===== src/hw/rtl/fsd_pkg.sv =====
// Shared types and constants for the force sensor smoothing and press detect block.
package fsd_pkg;

  localparam int LEVEL_BITS     = 12;
  localparam int PERCENT_BITS   = 7;
  localparam int PCT_PROD_BITS  = LEVEL_BITS + PERCENT_BITS;
  localparam int STEP_BITS      = 5;
  localparam int CFG_INDEX_BITS = 1;

  localparam logic [PERCENT_BITS-1:0] PERCENT_SCALE   = 7'd100;
  localparam logic [LEVEL_BITS-1:0]   THRESHOLD_RESET = 12'd50;
  localparam logic [STEP_BITS-1:0]    PCT_STEPS       = 5'(PERCENT_BITS);
  localparam int                      PCT_ALIGN       = PERCENT_BITS - 1;

  typedef enum logic [CFG_INDEX_BITS-1:0] {
    CFG_BASELINE  = 1'b0,
    CFG_THRESHOLD = 1'b1
  } cfg_index_t;

  typedef enum logic [2:0] {
    S_IDLE,
    S_SUM,
    S_AVG,
    S_PRESS,
    S_PCT_GO,
    S_PCT_RUN,
    S_DONE
  } state_t;

  typedef struct packed {
    logic                 start;
    logic [STEP_BITS-1:0] steps;
  } div_req_t;

  typedef struct packed {
    logic busy;
    logic done;
  } div_rsp_t;

endpackage


===== src/hw/rtl/force_sensor_smoothing_press_detect.sv =====
// Top level of the force sensor smoothing and press detect block.
//
// One word on the input channel carries one converter sample; one word on the
// output channel carries smoothed level, pressure, pressed flag and percent of
// baseline. Each channel moves a word at an edge where valid is high and stall
// is low. Configuration is a plain write port: cfg_index 0 is baseline_level,
// 1 is press_threshold.
// A sample is read against the ring memory, the running total is updated, the
// window average is taken with a constant reciprocal multiply, and one
// restoring divider then runs 7 steps for the percentage, one bit per cycle.
// The result word is registered through states S_SUM, S_AVG, S_PRESS, S_PCT_GO,
// S_PCT_RUN and S_DONE; no new sample is taken until the block is idle again.
// in_stall is high while an item is in work.
// A finished word waits in the output register while the next sample is taken;
// if it is still stalled when the next result is ready, the block holds there.
// Reset clears the ring (through valid bits, no clearing pass), the running
// total, the ring position, the output valid, and sets the baseline to 0 and
// the threshold to 50.
module force_sensor_smoothing_press_detect import fsd_pkg::*; #(
  parameter int WINDOW_LENGTH = 8,
  parameter int SAMPLE_BITS   = 12
) (
  input  logic                      clk,
  input  logic                      rst,
  input  logic                      in_valid,
  output logic                      in_stall,
  input  logic [SAMPLE_BITS-1:0]    sample,
  output logic                      out_valid,
  input  logic                      out_stall,
  output logic [LEVEL_BITS-1:0]     smoothed_level,
  output logic [LEVEL_BITS-1:0]     pressure,
  output logic                      pressed,
  output logic [PERCENT_BITS-1:0]   percent_of_full,
  input  logic                      cfg_write,
  input  logic [CFG_INDEX_BITS-1:0] cfg_index,
  input  logic [LEVEL_BITS-1:0]     cfg_data
);

  localparam int POS_BITS   = $clog2(WINDOW_LENGTH);
  localparam int TOTAL_BITS = SAMPLE_BITS + POS_BITS;
  localparam int DIV_BITS   = PCT_PROD_BITS;
  localparam int QUOT_BITS  = PERCENT_BITS;
  localparam int EXT_BITS   = (SAMPLE_BITS > LEVEL_BITS) ? SAMPLE_BITS : LEVEL_BITS;
  // The average is the total times a rounded-up reciprocal of the window length;
  // the extra POS_BITS of scale keep the floor exact for every possible total.
  localparam int RECIP_SHIFT   = TOTAL_BITS + POS_BITS;
  localparam int RECIP_BITS    = TOTAL_BITS + 2;
  localparam int AVG_PROD_BITS = RECIP_SHIFT + SAMPLE_BITS;
  localparam logic [RECIP_BITS-1:0] AVG_RECIP =
    RECIP_BITS'(((64'd1 << RECIP_SHIFT) + 64'(WINDOW_LENGTH) - 64'd1) / 64'(WINDOW_LENGTH));
  localparam logic [POS_BITS-1:0]  LAST_POS    = POS_BITS'(WINDOW_LENGTH - 1);

  state_t                   state, state_next;
  logic [POS_BITS-1:0]      pos;
  logic [TOTAL_BITS-1:0]    total;
  logic [LEVEL_BITS-1:0]    baseline_level;
  logic [LEVEL_BITS-1:0]    press_threshold;
  logic [SAMPLE_BITS-1:0]   sample_hold;
  logic [SAMPLE_BITS-1:0]   level;
  logic [LEVEL_BITS-1:0]    press_work;
  logic                     pressed_work;
  logic [PERCENT_BITS-1:0]  percent_work;
  logic [PERCENT_BITS-1:0]  quot_pct;

  logic                     accept;
  logic                     rd_en;
  logic                     ring_wr;
  logic                     load_out;
  logic [SAMPLE_BITS-1:0]   old_sample;
  logic [EXT_BITS-1:0]      level_ext;
  logic [EXT_BITS-1:0]      baseline_ext;
  logic [PCT_PROD_BITS-1:0] pct_prod;
  logic [AVG_PROD_BITS-1:0] avg_prod;

  div_req_t                 div_req;
  div_rsp_t                 div_rsp;
  logic [DIV_BITS-1:0]      div_dividend;
  logic [DIV_BITS-1:0]      div_divisor;
  logic [QUOT_BITS-1:0]     quotient;

  assign in_stall     = (state != S_IDLE);
  assign accept       = in_valid && !in_stall;
  assign level_ext    = EXT_BITS'(level);
  assign baseline_ext = EXT_BITS'(baseline_level);
  assign pct_prod     = PCT_PROD_BITS'(press_work) * PCT_PROD_BITS'(PERCENT_SCALE);
  assign quot_pct     = quotient[PERCENT_BITS-1:0];
  assign avg_prod     = AVG_PROD_BITS'(total) * AVG_PROD_BITS'(AVG_RECIP);

  fsd_ring #(
    .DEPTH (WINDOW_LENGTH),
    .WIDTH (SAMPLE_BITS)
  ) u_ring (
    .clk     (clk),
    .rst     (rst),
    .rd_en   (rd_en),
    .rd_addr (pos),
    .rd_data (old_sample),
    .wr_en   (ring_wr),
    .wr_addr (pos),
    .wr_data (sample_hold)
  );

  fsd_div #(
    .W  (DIV_BITS),
    .QW (QUOT_BITS)
  ) u_div (
    .clk      (clk),
    .rst      (rst),
    .req      (div_req),
    .dividend (div_dividend),
    .divisor  (div_divisor),
    .rsp      (div_rsp),
    .quotient (quotient)
  );

  always_ff @(posedge clk) begin
    if (rst) begin
      state <= S_IDLE;
    end else begin
      state <= state_next;
    end
  end

  always_comb begin
    state_next   = state;
    rd_en        = 1'b0;
    ring_wr      = 1'b0;
    load_out     = 1'b0;
    div_req      = '0;
    div_dividend = '0;
    div_divisor  = '0;
    unique case (state)
      S_IDLE: begin
        if (in_valid) begin
          rd_en      = 1'b1;
          state_next = S_SUM;
        end
      end
      S_SUM: begin
        ring_wr    = 1'b1;
        state_next = S_AVG;
      end
      S_AVG: begin
        state_next = S_PRESS;
      end
      S_PRESS: begin
        state_next = S_PCT_GO;
      end
      S_PCT_GO: begin
        div_req.start = 1'b1;
        div_req.steps = PCT_STEPS;
        div_dividend  = pct_prod;
        // Pressure never exceeds the baseline, so seven quotient bits suffice.
        div_divisor   = DIV_BITS'(baseline_level) << PCT_ALIGN;
        state_next    = S_PCT_RUN;
      end
      S_PCT_RUN: begin
        if (div_rsp.done) begin
          state_next = S_DONE;
        end
      end
      S_DONE: begin
        if (!out_valid || !out_stall) begin
          load_out   = 1'b1;
          state_next = S_IDLE;
        end
      end
      default: begin
        state_next = S_IDLE;
      end
    endcase
  end

  always_ff @(posedge clk) begin
    if (rst) begin
      pos             <= '0;
      total           <= '0;
      out_valid       <= 1'b0;
      baseline_level  <= '0;
      press_threshold <= THRESHOLD_RESET;
    end else begin
      if (cfg_write) begin
        unique case (cfg_index_t'(cfg_index))
          CFG_BASELINE:  baseline_level  <= cfg_data;
          CFG_THRESHOLD: press_threshold <= cfg_data;
          default: ;
        endcase
      end
      if (ring_wr) begin
        total <= total - TOTAL_BITS'(old_sample) + TOTAL_BITS'(sample_hold);
        pos   <= (pos == LAST_POS) ? '0 : pos + 1'b1;
      end
      if (load_out) begin
        out_valid <= 1'b1;
      end else if (out_valid && !out_stall) begin
        out_valid <= 1'b0;
      end
    end
  end

  always_ff @(posedge clk) begin
    if (accept) begin
      sample_hold <= sample;
    end
    if (state == S_AVG) begin
      level <= avg_prod[AVG_PROD_BITS-1:RECIP_SHIFT];
    end
    if (state == S_PRESS) begin
      press_work <= (baseline_ext > level_ext) ? LEVEL_BITS'(baseline_ext - level_ext) : '0;
    end
    if (state == S_PCT_GO) begin
      pressed_work <= (press_work > press_threshold);
    end
    if (state == S_PCT_RUN && div_rsp.done) begin
      if (baseline_level == '0) begin
        percent_work <= '0;
      end else if (quot_pct > PERCENT_SCALE) begin
        percent_work <= PERCENT_SCALE;
      end else begin
        percent_work <= quot_pct;
      end
    end
    if (load_out) begin
      smoothed_level  <= level_ext[LEVEL_BITS-1:0];
      pressure        <= press_work;
      pressed         <= pressed_work;
      percent_of_full <= percent_work;
    end
  end

  a_idle_div_free: assert property (@(posedge clk) disable iff (rst)
    (state == S_IDLE) |-> !div_rsp.busy)
    else $error("divider busy while waiting for a sample");

  a_ring_after_accept: assert property (@(posedge clk) disable iff (rst)
    ring_wr |-> $past(accept))
    else $error("ring written without a sample taken");

  a_pressed_nonzero: assert property (@(posedge clk) disable iff (rst)
    (out_valid && pressed) |-> (pressure != '0))
    else $error("pressed flag with zero pressure");

  a_percent_range: assert property (@(posedge clk) disable iff (rst)
    out_valid |-> (percent_of_full <= PERCENT_SCALE))
    else $error("percent above full scale");

endmodule


===== src/hw/rtl/fsd_ring.sv =====
// Sample ring memory with per-entry valid bits so unwritten entries read as zero.
module fsd_ring import fsd_pkg::*; #(
  parameter int DEPTH = 8,
  parameter int WIDTH = 12
) (
  input  logic                     clk,
  input  logic                     rst,
  input  logic                     rd_en,
  input  logic [$clog2(DEPTH)-1:0] rd_addr,
  output logic [WIDTH-1:0]         rd_data,
  input  logic                     wr_en,
  input  logic [$clog2(DEPTH)-1:0] wr_addr,
  input  logic [WIDTH-1:0]         wr_data
);

  logic [WIDTH-1:0] mem [DEPTH];
  logic [DEPTH-1:0] valid;
  logic [WIDTH-1:0] rd_raw;
  logic             rd_hit;

  always_ff @(posedge clk) begin
    if (wr_en) begin
      mem[wr_addr] <= wr_data;
    end
    if (rd_en) begin
      rd_raw <= mem[rd_addr];
    end
  end

  always_ff @(posedge clk) begin
    if (rst) begin
      valid  <= '0;
      rd_hit <= 1'b0;
    end else begin
      if (wr_en) begin
        valid[wr_addr] <= 1'b1;
      end
      if (rd_en) begin
        rd_hit <= valid[rd_addr];
      end
    end
  end

  assign rd_data = rd_hit ? rd_raw : '0;

endmodule


===== src/hw/rtl/fsd_div.sv =====
// Restoring divider, one quotient bit per cycle from a pre-aligned divisor.
module fsd_div import fsd_pkg::*; #(
  parameter int W  = 22,
  parameter int QW = 16
) (
  input  logic          clk,
  input  logic          rst,
  input  div_req_t      req,
  input  logic [W-1:0]  dividend,
  input  logic [W-1:0]  divisor,
  output div_rsp_t      rsp,
  output logic [QW-1:0] quotient
);

  logic [W-1:0]         rem;
  logic [W-1:0]         dv;
  logic [W:0]           diff;
  logic [STEP_BITS-1:0] cnt;

  // The top bit of the difference is the borrow: set when dv does not fit.
  assign diff = {1'b0, rem} - {1'b0, dv};

  always_ff @(posedge clk) begin
    if (rst) begin
      rsp.busy <= 1'b0;
      rsp.done <= 1'b0;
      cnt      <= '0;
    end else begin
      rsp.done <= 1'b0;
      if (req.start) begin
        rsp.busy <= 1'b1;
        cnt      <= req.steps;
      end else if (rsp.busy) begin
        cnt <= cnt - 1'b1;
        if (cnt == STEP_BITS'(1)) begin
          rsp.busy <= 1'b0;
          rsp.done <= 1'b1;
        end
      end
    end
  end

  always_ff @(posedge clk) begin
    if (req.start) begin
      rem      <= dividend;
      dv       <= divisor;
      quotient <= '0;
    end else if (rsp.busy) begin
      if (!diff[W]) begin
        rem <= diff[W-1:0];
      end
      quotient <= {quotient[QW-2:0], ~diff[W]};
      dv       <= dv >> 1;
    end
  end

  a_start_idle: assert property (@(posedge clk) disable iff (rst)
    req.start |-> !rsp.busy)
    else $error("divider started while busy");

endmodule


===== config.mk =====
export PLATFORM = sky130hd
export DESIGN_NAME = force_sensor_smoothing_press_detect
export DESIGN_NICKNAME = d
export VERILOG_FILES = /design/src/hw/rtl/fsd_pkg.sv /design/src/hw/rtl/force_sensor_smoothing_press_detect.sv /design/src/hw/rtl/fsd_ring.sv /design/src/hw/rtl/fsd_div.sv
export SDC_FILE = /design/constraint.sdc
export NUM_CORES = 1
export LEC_CHECK = 0
export CAP_MARGIN = 20
export CORE_MARGIN = 1.5
export CORE_UTILIZATION = 41
export CTS_CLUSTER_DIAMETER = 30
export DETAILED_ROUTE_END_ITERATION = 16
export DONT_BUFFER_PORTS = 1
export PLACE_DENSITY_LB_ADDON = 0.15
export SYNTH_ARGS = -nofsm -noshare
export SYNTH_HDL_FRONTEND = slang
export SYNTH_HIERARCHICAL = 1
export SYNTH_SLANG_ARGS = --single-unit

===== constraint.sdc =====
create_clock -name clk -period 4 [get_ports clk]
set_input_delay 0.6 -clock clk [delete_from_list [all_inputs] [get_ports clk]]
set_output_delay 0.6 -clock clk [all_outputs]
set_load 0.05 [all_outputs]

# Word-level counts from Yosys, hierarchy flattened
# Memory sizes are Yosys's and may differ from the RTL's. A register that Yosys moved wholly into a read port is not among the register bits.
# Cells that the tools add are included.
[classes]
n_bitwise = 4
add_sub_neg = 6
muxes = 33
n_mul = 1
n_reduce_logical = 19
n_lt_le_gt_ge = 5
n_eq_ne = 12
[op_table]
columns = ["cell", "count"]
rows = [
  ["two-way mux 19 bit", 6],
  ["greater-than comparator 12 bit", 2],
  ["one-hot mux 3 bit (7 select lines)", 1],
  ["subtractor 19 x 19 -> 20 bit", 1],
  ["two-way mux 18 bit", 1],
  ["multiplier 12 x 5 -> 17 bit, second input constant", 1],
  ["adder 15 x 12 -> 15 bit", 1],
  ["subtractor 15 x 12 -> 15 bit", 1],
  ["== test 3 bit, second input constant", 4],
  ["zero test 12 bit", 1],
  ["two-way mux 1 bit", 12],
  ["two-way mux 12 bit", 1],
  ["two-way mux 3 bit", 4],
  ["subtractor 12 bit", 1],
  ["two-way mux 5 bit", 2],
  ["OR 8 bit", 1],
  ["greater-than comparator 7 bit, second input constant", 1],
  ["two-way mux 7 bit", 1],
  ["== test 3 x 2 -> 1 bit, second input constant", 2],
  ["two-way mux 6 bit", 1],
  ["!= test 2 bit, second input constant", 3],
  ["AND reduction 2 bit", 3],
  ["== test 5 x 1 -> 1 bit, second input constant", 1],
  ["subtractor 5 x 1 -> 5 bit, second input constant", 1],
  ["18 further kinds", 27],
]
[totals]
word_cells = 105
ram_bits = 96
register_bits = 183
out_inout_bits = 34
input_bits = 30
n_memories = 1
[memory_table]
columns = ["name", "depth", "word_bits", "rd", "rd_clocked_by_memory_dff", "write_ports", "line", "source"]
rows = [
  ["u_ring.mem", 8, 12, 1, 1, 1, "fsd_ring.sv:16", "logic [WIDTH-1:0] mem [DEPTH];"],
]

# Longest topological paths before layout
# Gate-level depths: netlist of run 1.
[depth]
word_depth = 5
ltp_mapped = 15

# Modules after synthesis
# The synthesis of run 1 kept the hierarchy.
[by_module_without_submodules]
columns = ["module", "n_inst", "area_each_um2", "cells_each"]
rows = [
  ["force_sensor_smoothing_press_detect", 1, 7265.7, 738],
  ["fsd_ring", 1, 4528.1, 204],
  ["fsd_div", 1, 3134.3, 341],
]

# Worst setup path after synthesis of run 1
# OpenSTA, ideal clock, no wires.
[synth_path]
path_kind = "register to register"
from = "register press_work[3]"
to = "register u_div.rem[18] (data pin)"
setup_ps = 259
slack_ps = 334
period_less_slack_ps = 3666
t_arrival_ps = 3407
stages_incl_launch_ff = 15
cell_sequence = "edfxtp_1 > ha_1 > ha_1 > fa_1 > ha_1 > nor2b_1 > o21ai_1 > a21boi_2 > o211ai_1 > a21bo_2 > a2111oi_0 > or3b_2 > nand2_1 > o21ai_0 > a211o_1"
[synth_via]
elab_chain_len = 3
[synth_rtl]
columns = ["item", "line", "source"]
rows = [
  ["start, declared", "force_sensor_smoothing_press_detect.sv:60", "logic [LEVEL_BITS-1:0] press_work;"],
  ["start signal, assigned", "force_sensor_smoothing_press_detect.sv:209", "press_work <= (baseline_ext > level_ext) ? LEVEL_BITS'(baseline_ext - level_ext) : '0;"],
  ["multiplier 12 x 5 -> 17 bit", "force_sensor_smoothing_press_detect.sv:85", "assign pct_prod = PCT_PROD_BITS'(press_work) * PCT_PROD_BITS'(PERCENT_SCALE);"],
  ["two-way mux 19 bit", "force_sensor_smoothing_press_detect.sv:132", "unique case (state)"],
  ["via div_dividend[18]", "force_sensor_smoothing_press_detect.sv:77", "logic [DIV_BITS-1:0] div_dividend;"],
  ["two-way mux 19 bit", "fsd_div.sv:44", "if (req.start) begin"],
  ["end signal, assigned", "fsd_div.sv:45", "rem <= dividend;"],
  ["end signal, assigned", "fsd_div.sv:50", "rem <= diff[W-1:0];"],
  ["end, declared", "fsd_div.sv:15", "logic [W-1:0] rem;"],
]
# The timed path passes the listed nets, and every way through them passes these cells.
# A chain may end at the register's enable or synchronous reset.

# Worst setup path in the final report of run 1
[layout_path]
from = "register press_work[1]"
to = "register u_div.rem[18] (data pin)"
# Same word-level chain as after synthesis.

==> results of run 1 <==
==> final cells by class <==
cell class	instances	area (um2)	area share
Sequential cell	291	8050	0.446
Multi-Input combinational cell	815	6250	0.347
Clock buffer	84	1830	0.102
Tap cell	461	577	0.0320
Clock inverter	44	572	0.0317
Inverter	149	559	0.0310
Timing Repair Buffer	25	188	0.0104
==> routing by layer <==
metal  up-vias  wire length, um  track usage
met5         -                0            0
met4         0              973       0.0747
met3        74             1350       0.0395
met2       216            16700        0.315
met1      4677            14700        0.225
li1       4782                -            -
==> through the flow <==
stage / instance area [um2] / setup slack [ns]
6_report: 18000 / 0.172
5_1_grt: 18000 / 0.00121
4_1_cts: 18000 / 0.127
3_5_place_dp: 15600 / 0.156
3_3_place_gp: 15600 / 0.221
2_1_floorplan: 15000 / 0.334
==> path summary, 6_finish.rpt <==
check / startpoint / to / slack, ns / cells past startpoint
min reg2reg: percent_work[1]$_SDFFCE_PP0P_ / percent_of_full[1]$_DFFE_PP_ / 0.42 / 0
max: press_work[1]$_SDFFCE_PP0P_ / u_div/rem[18]$_DFFE_PP_ / 0.17 / 15
max reg2reg: press_work[1]$_SDFFCE_PP0P_ / u_div/rem[18]$_DFFE_PP_ / 0.17 / 15
min: sample[7] / sample_hold[7]$_DFFE_PP_ / 0.10 / 0
==> cell usage in the layout (no fill, tap or decap), types with 12 or more instances in the layout <==
cell,synthesis,routed
xor2_1,15,15
mux4_1,22,22
edfxtp_1,222,222
and2_1,21,21
buf_4,0,25
a21oi_1,77,77
nor3_1,22,21
and3_1,24,24
nor2_1,81,80
nand2_1,133,133
clkinv_2,0,12
o21ai_0,54,53
clkbuf_16,0,70
fa_1,21,21
nand3_1,17,17
ha_1,102,102
inv_1,148,147
mux2_2,13,13
xnor2_1,20,20
dfxtp_1,69,68
a21o_1,28,28
==> power groups by stage <==
stage / combinational [mW] / sequential (mW) / clock, mW
after floorplan: 0.955 / 3.56 / 0
after global placement: 1.17 / 3.61 / 0
after detailed placement: 1.19 / 3.61 / 0
after CTS: 1.19 / 3.56 / 5.79
after global routing: 1.34 / 3.58 / 5.96
final: 1.18 / 3.56 / 5.69
==> logic make-up (layout without fill, tap and decap cells) <==
group,count (synthesis),after routing,synth area share
multiplexers,48,48,0.0598
adder cells (fa/ha/maj),123,123,0.114
AO/OA/AOI/OAI,245,245,0.106
XOR/XNOR,35,35,0.0205
buffers and inverters,187,302,0.0487
other,1,11,0.000251
AND/OR/NAND/NOR,353,353,0.112
flip-flops,291,291,0.539
==> what timing repair did <==
| item | CTS | global route |
|---|---|---|
| setup buffers | 0 | 2 |
| resized for setup | 0 | 1 |
| setup endpoints to repair | 0 | 1 |
| endpoints found under the hold margin | 0 | 0 |
==> state kept, by name, indices dropped and copies added (netlist names), 15 cells and up <==
signal      cells
u_div/dv       19
u_ring/mem     96
u_div/rem      19
total          15
==> qor.csv, run 1 <==
metric,value,unit
cts_tree,done,
finalSetupViolCount,0,
cts_max_level,3,
grt-ovfl-total,0,
swShare,0.253,
nets,1504,
synth_area_leaders,"edfxtp_1 45%, dfxtp_1 9.3%, ha_1 8.5%",
synthCells,1283,
synth_top_cell_by_area,edfxtp_1,
intPower,7.78,mW
start_util,0.418,
rsz0062_at_grt,false,
grt.total_usage,0.184,
pin_count,64,
antenna-diode-count,0,
async_reset_ff_frac,0,
hold_slack,0.104,ns
die_h,194,um
p_leak,7.18,nW
cts_root_buffer,clkbuf_16,
netlist_area,14900,um2
area_delta_synth_final,20.8,%
pwr-share-comb,0.113,
globalplace.congestion,0.856,
cts_buffers,69,
hold_class,primary input to flop,
dp.cells,1738,
synthTopCellsByCount,"222 x edfxtp_1, 148 x inv_1, 133 x nand2_1, 102 x ha_1, 81 x nor2_1",
fin_crit_sh,0.957,
clk_pin_slew,0.05,ns
cts_sinks,291,
coreArea,35700,um2
netlist.area_leader.share,0.447,
drv_cap,0,
period_minus_slack,3.83,ns
crit_path_frequent_cell,ha_1,
cp_top_family,adder cells,
slowest_stage,or3b_2,
drive_gt1_frac,0.131,
critPathArrivalTime,4.15,ns
synth_seq_cells,291,
synth_ff_type,edfxtp_1,
drcViolationCount,5,
end_kind,flop,
synth.most_common_cell,edfxtp_1,
clk_latency,0.59,ns
p_clk_frac,0.546,
drt_iter0_drc,583,
first_global_vias,9929,
worstMarginPinSlew,1.09,ns
cellPowerDensity,578,nW/um2
worstPathCellList,ha_1 > ha_1 > ha_1 > inv_1 > fa_1 > nor2b_1 > o21ai_2 > a21boi_2 > o211ai_1 > a21bo_2 > nand4_1 > or3b_2 > nand2_1 > o21ai_0 > a211o_1,
total_power,10.4,mW
io_buffers,0,
p_seq_frac,0.341,
synth_warnings,6,
synth_edf_count,222,
tns,0,ns
routedWlPerCell,18.1,um
postRouteAntennaNets,0,
vias_per_cell,5.22,
seq_area_frac_synth,0.539,
slew_violations,0,
crit_path_start_kind,flop,
final_util,0.504,
switchingPower,2.64,mW
via_count,9749,
die_width,194,um
ir_drop,357,uV
critical_path_buf_inv_count,1,
yosysUniqueCellTypes,74,
max-clock-path-buffers,3,
run_status,"complete, but fails checks",
wirelength,33800,um
row_count,69,
dpl.hpwl,23400,um
fmax,261,MHz
grt_max_degree,62,
final_cells,1869,
cp.required,4.32,ns
path_max_fanout,5,
hold_violations,0,
max_stage_delay,0.45,ns
crit_type,flop to flop,
slew_headroom,0.274,
antenna_found_initial,0,
die-area,37600,um2
first_pass_iters,11,
skew,0.0305,ns
grt_first_pass_wirelength,53600,um
postCtsHoldBufs,0,
violations,design-rule violations,
avgSynthCellArea,11.6,um2
fillers,3175,
Note: power is estimated with default switching activity, not from simulation.
==> run 2, diff against run 1 <==
- SYNTH_HIERARCHICAL: 1 -> not set
==> qor.csv, run 2 <==
metric,value,unit,change
largest_register_ff_count,96,,unchanged
intPower,7.90,mW,+1.5%
die-area,37100,um2,-1.3%
pwr-share-comb,0.130,,+0.017
top_layer,met4,,
postRouteAntennaNets,0,,unchanged
vias_per_cell,5.26,,+0.90%
period_minus_slack,3.47,ns,-0.361 ns
critPathArrivalTime,3.76,ns,-0.39 ns
layout_commonest_cell,edfxtp_1,,
synth_seq_cells,290,,-0.34%
die_h,193,um,-0.63%
via_count,9837,,+0.90%
ir_drop,366,uV,+2.4%
drv_cap,0,,unchanged
met1Wirelength,15000,um,+1.8%
routedWlPerCell,18.7,um,+3.6%
p_leak,6.86,nW,-4.4%
cts_buffers,74,,+7.2%
drive_gt1_frac,0.135,,+0.00355
pin_count,64,,unchanged
postCtsHoldBufs,0,,unchanged
netlist_area,14700,um2,-1.3%
run_status,"complete, no violations",,
synth_edf_count,221,,-0.45%
cts_sinks,290,,-0.34%
synth_warnings,0,,-6
final_area,17800,um2,-1.4%
reg2reg_from,press_work[3]$_SDFFCE_PP0P_,,
tns,0,ns,unchanged
grt.total_usage,0.195,,+0.0109
cp.required,4.30,ns,-0.02 ns
first_global_vias,10200,,+2.7%
first_pass_iters,5,,-6
crit_type,flop to flop,,
skew,0.0229,ns,-0.00755 ns
async_reset_ff_frac,0,,unchanged
start_util,0.415,,-0.00235
post_cts_buffers,0,,unchanged
clk_latency,0.56,ns,-0.03 ns
max_stage_delay,0.47,ns,+0.02 ns
timing.rr.end,u_div.rem[18]$_DFFE_PP_,,
synth_nets,1448,,
globalplace.congestion,0.879,,+2.8%
area_delta_synth_final,20.6,%,
antenna-diode-count,0,,unchanged
synth_ff_type,edfxtp_1,,
end_kind,flop,,
wl_met2,17700,um,+5.8%
slowest_stage,edfxtp_1,,
grt-ovfl-total,0,,unchanged
finalSetupViolCount,0,,unchanged
drcViolationCount,0,,-5
drt_iter0_drc,416,,-29%
hold_class,primary input to flop,,
dpl-instance-area,15300,um2,-1.7%
path_max_fanout,5,,unchanged
wirelength,35000,um,+3.6%
fmax,288,MHz,+10%
ff2ff_setup_slack,0.53,ns,+0.36 ns
worstMarginPinSlew,1.08,ns,-0.00245 ns
multi_input_area,6050,um2,-3.2%
slew_headroom,0.276,,+0.00186
synth.most_common_cell,edfxtp_1,,
area.sequential,8020,um2,-0.37%
fillers,3207,,+1.0%
io_buffers,0,,unchanged
clk_pin_slew,0.05,ns,about the same
cts_tree,done,,
worstPathCellList,ha_1 > ha_1 > fa_1 > ha_1 > a211oi_1 > o211ai_1 > a41oi_1 > o21ai_1 > xnor2_1 > o211ai_1,,
worst-path-stages,10,,-5
cts_root_buffer,clkbuf_16,,
nets,1502,,-0.13%
fin_crit_sh,0.867,,-0.0901
hold_path_end,sample_hold[3]$_DFFE_PP_,,
max-clock-path-buffers,3,,unchanged
dpl.hpwl,24300,um,+4.2%
crit_path_frequent_cell,ha_1,,
avgSynthCellArea,11.4,um2,-2.3%
cellPowerDensity,598,nW/um2,+3.4%
die_width,193,um,-0.63%
yosysUniqueCellTypes,79,,+6.8%
reg2reg_depth,10,,-5
swShare,0.257,,+0.00333
holdPathStages,0,,unchanged
critical_path_buf_inv_count,0,,-1
reg_top3,"u_ring.mem: 96 flops, u_div.rem: 19 flops, u_div.dv: 18 flops",,
cts_resized,0,,unchanged
coreArea,35500,um2,-0.72%
crit_path_start,press_work[3]$_SDFFCE_PP0P_,,
regMostFlops,u_ring.mem,,
seq_area_frac_synth,0.544,,+0.00497
cp_top_family,adder cells,,
final_cell_mix,"221 x edfxtp_1, 141 x inv_1, 134 x nand2_1",,
synth_top_cell_by_area,edfxtp_1,,
grt_first_pass_wirelength,55200,um,+3.1%
row_count,69,,unchanged
antenna_found_initial,0,,unchanged
slew_violations,0,,unchanged
synthTopCellsByCount,"221 x edfxtp_1, 141 x inv_1, 134 x nand2_1, 101 x ha_1, 88 x nor2_1",,
worstHoldStart,sample[3],,
synthCells,1296,,+1.0%
p_seq_frac,0.335,,-0.006
netlist.area_leader.share,0.450,,+0.00376
synth_area_leaders,"edfxtp_1 45%, dfxtp_1 9.4%, ha_1 8.6%",,
grt_max_degree,70,,+13%
wl_met3,1350,um,about the same
rsz0062_at_grt,false,,
switchingPower,2.73,mW,+3.3%
cts_max_level,3,,unchanged
hold_violations,0,,unchanged
p_clk_frac,0.535,,-0.011
crit_path_start_kind,flop,,
==> run 2: final cells by class <==
type,instances,area share
Sequential cell,290,0.451
Multi-Input combinational cell,820,0.340
Clock buffer,91,0.114
Tap cell,461,0.0325
Inverter,143,0.0302
Clock inverter,43,0.0227
Timing Repair Buffer,21,0.00908
==> run 2: through the flow <==
stage | hold slack [ns] | worst slack (ns) | total power [mW] | instances | util
after global routing | 0.0978 | 0.235 | 11.1 | 1869 | 0.501
after floorplan | 0.400 | 0.692 | 4.66 | 1296 | -
final | 0.129 | 0.532 | 10.6 | 1869 | 0.501
after global placement | 0.403 | 0.596 | 4.98 | 1734 | 0.432
after detailed placement | 0.406 | 0.525 | 5.00 | 1734 | 0.432
after CTS | 0.0981 | 0.515 | 10.8 | 1868 | 0.501
==> run 2: kinds of logic after synthesis <==
logic type,after synthesis,share of synthesized area
compound gates,261,0.116
xor+xnor,34,0.0202
fa+ha+maj,122,0.114
buf+inv,186,0.0492
flops,290,0.544
mux,40,0.0401
simple gates,363,0.116
==> run 2: metal layers <==
| metal | vias up | track usage |
|---|---|---|
| met5 | - | 0 |
| met4 | 0 | 0.0713 |
| met3 | 75 | 0.0387 |
| met2 | 190 | 0.343 |
| met1 | 4763 | 0.234 |
| li1 | 4809 | - |
==> run 2: worst max path at each step <==
stage,end
after floorplan,u_div.rem[0]$_SDFFCE_PP0P_
after global placement,u_div.rem[18]$_DFFE_PP_
after detailed placement,u_div.rem[18]$_DFFE_PP_
after CTS,u_div.rem[18]$_DFFE_PP_
after global routing,u_div.rem[18]$_DFFE_PP_
final,u_div.rem[18]$_DFFE_PP_
==> run 2: power groups by stage <==
| stage | clock network [mW] | logic, mW | registers [mW] |
|---|---|---|---|
| floorplan | 0 | 1.12 | 3.53 |
| CTS | 5.79 | 1.40 | 3.56 |
| global route | 5.95 | 1.57 | 3.58 |
| finish | 5.69 | 1.39 | 3.56 |
| global placement | 0 | 1.38 | 3.61 |
| detailed placement | 0 | 1.39 | 3.61 |
==> run 3, diff against run 2 <==
- REMOVE_ABC_BUFFERS: not set -> 1
==> qor.csv, run 3 (synthesized netlist as in run 2, its figures left out) <==
metric,value,unit,change
run_status,"complete, no violations",,
fillers,3112,,-3.0%
layout_commonest_cell,edfxtp_1,,
coreArea,35500,um2,unchanged
clk_pin_slew,0.05,ns,about the same
timing.rr.end,u_div.rem[18]$_DFFE_PP_,,
drv_cap,0,,unchanged
cts_resized,0,,unchanged
reg2reg_from,press_work[1]$_SDFFCE_PP0P_,,
start_util,0.415,,unchanged
area.sequential,8020,um2,unchanged
first_pass_iters,7,,+2
grt_max_degree,70,,unchanged
tns,0,ns,unchanged
row_count,69,,unchanged
vias_per_cell,5.21,,-0.97%
slew_violations,0,,unchanged
hold_slack,0.120,ns,-0.00990 ns
nets,1498,,-0.27%
critPathArrivalTime,3.83,ns,+0.07 ns
drcViolationCount,0,,unchanged
path_max_fanout,5,,unchanged
worstPathCellList,ha_1 > ha_1 > ha_1 > fa_1 > a211oi_1 > o211ai_1 > a41oi_1 > o21ai_1 > xnor2_1 > o211ai_1,,
fin_crit_sh,0.882,,+0.0156
max_stage_delay,0.49,ns,+0.02 ns
slew_headroom,0.311,,+0.0344
slowest_stage,fa_1,,
wirelength,34500,um,-1.3%
max-clock-path-buffers,3,,unchanged
reg2reg_depth,10,,unchanged
area_delta_synth_final,21.9,%,
grt_first_pass_wirelength,54500,um,-1.3%
grt.total_usage,0.194,,-0.000620
holdPathStages,0,,unchanged
antenna_found_initial,0,,unchanged
hold_violations,0,,unchanged
io_buffers,0,,unchanged
clk_latency,0.58,ns,+0.02 ns
ff2ff_setup_slack,0.47,ns,-0.06 ns
crit_type,flop to flop,,
largest_register_ff_count,96,,unchanged
antenna-diode-count,0,,unchanged
multi_input_area,6070,um2,+0.31%
regMostFlops,u_ring.mem,,
drive_gt1_frac,0.129,,-0.00587
cts_sinks,290,,unchanged
cts_tree,done,,
dpl.hpwl,23600,um,-3.2%
finalSetupViolCount,0,,unchanged
p_leak,6.94,nW,+1.1%
die_width,193,um,unchanged
via_count,9752,,-0.86%
pin_count,64,,unchanged
period_minus_slack,3.53,ns,+0.0624 ns
crit_path_frequent_cell,ha_1,,
globalplace.congestion,0.841,,-4.4%
grt-ovfl-total,0,,unchanged
final_cell_mix,"221 x edfxtp_1, 141 x inv_1, 134 x nand2_1",,
crit_path_start_kind,flop,,
die-area,37100,um2,unchanged
total_power,11.2,mW,+5.0%
hold_class,primary input to flop,,
cp.required,4.30,ns,about the same
ir_drop,473,uV,+29%
first_global_vias,9795,,-4.0%
routedWlPerCell,18.5,um,-1.4%
cts_max_level,3,,unchanged
fmax,283,MHz,-1.8%
worstMarginPinSlew,1.03,ns,-0.0539 ns
worstHoldStart,sample[6],,
drt_iter0_drc,547,,+31%
cts_buffers,77,,+4.1%
skew,0.0241,ns,+0.00120 ns
rsz0062_at_grt,false,,
cellPowerDensity,622,nW/um2,+4.0%
postRouteAntennaNets,0,,unchanged
post_cts_buffers,0,,unchanged
postCtsHoldBufs,0,,unchanged
end_kind,flop,,
reg_top3,"u_ring.mem: 96 flops, u_div.rem: 19 flops, u_div.dv: 18 flops",,
cts_root_buffer,clkbuf_16,,
hold_path_end,sample_hold[6]$_DFFE_PP_,,
die_h,193,um,unchanged
[run 3: critical path, delay by kind of cell, from the launching register on]
family	cells	cell delay (ns)
XOR/XNOR	1	0.15
flip-flops	1	0.48
AO/OA/AOI/OAI	5	1.18
adder cells (fa/ha/maj)	4	1.44
[run 3: metal layers]
| metal | track usage | share of wire | up-vias |
|---|---|---|---|
| met1 | 0.244 | 0.44 | 4694 |
| li1 | - | - | 4793 |
| met4 | 0.0790 | 0.027 | 0 |
| met2 | 0.323 | 0.49 | 201 |
| met5 | 0 | 0 | - |
| met3 | 0.0415 | 0.039 | 64 |
[run 3: layout make-up]
cell class | instances | share of cell area
Timing Repair Buffer | 14 | 0.00585
Inverter | 143 | 0.0299
Sequential cell | 290 | 0.447
Multi-Input combinational cell | 820 | 0.338
Clock inverter | 49 | 0.0318
Clock buffer | 94 | 0.116
Tap cell | 461 | 0.0321
[run 3: worst max-delay path by stage]
stage	startpoint	endpoint	slack, ns	depth (start not counted)
final	press_work[1]$_SDFFCE_PP0P_	u_div.rem[18]$_DFFE_PP_	0.47	10
after floorplan	u_div.rem[10]$_DFFE_PP_	u_div.rem[0]$_SDFFCE_PP0P_	0.69	7
after CTS	press_work[3]$_SDFFCE_PP0P_	u_div.rem[18]$_DFFE_PP_	0.48	10
after detailed placement	press_work[3]$_SDFFCE_PP0P_	u_div.rem[18]$_DFFE_PP_	0.47	10
after global placement	press_work[3]$_SDFFCE_PP0P_	u_div.rem[18]$_DFFE_PP_	0.55	10
after global routing	press_work[3]$_SDFFCE_PP0P_	u_div.rem[18]$_DFFE_PP_	0.23	10
[run 3: where the power goes]
group          internal (mW)  switching (mW)
clock                   4.39            1.84
combinational          0.571           0.805
sequential              3.42           0.132
total                   8.38            2.78
[run 3: stage by stage]
stage | setup slack, ns | cells | cell area, um2 | utilization
2_1_floorplan | 0.692 | 1253 | 14500 | -
3_3_place_gp | 0.551 | 1728 | 15300 | 0.431
3_5_place_dp | 0.466 | 1728 | 15300 | 0.431
4_1_cts | 0.479 | 1871 | 18000 | 0.506
5_1_grt | 0.230 | 1871 | 18000 | 0.506
6_report | 0.470 | 1871 | 18000 | 0.506
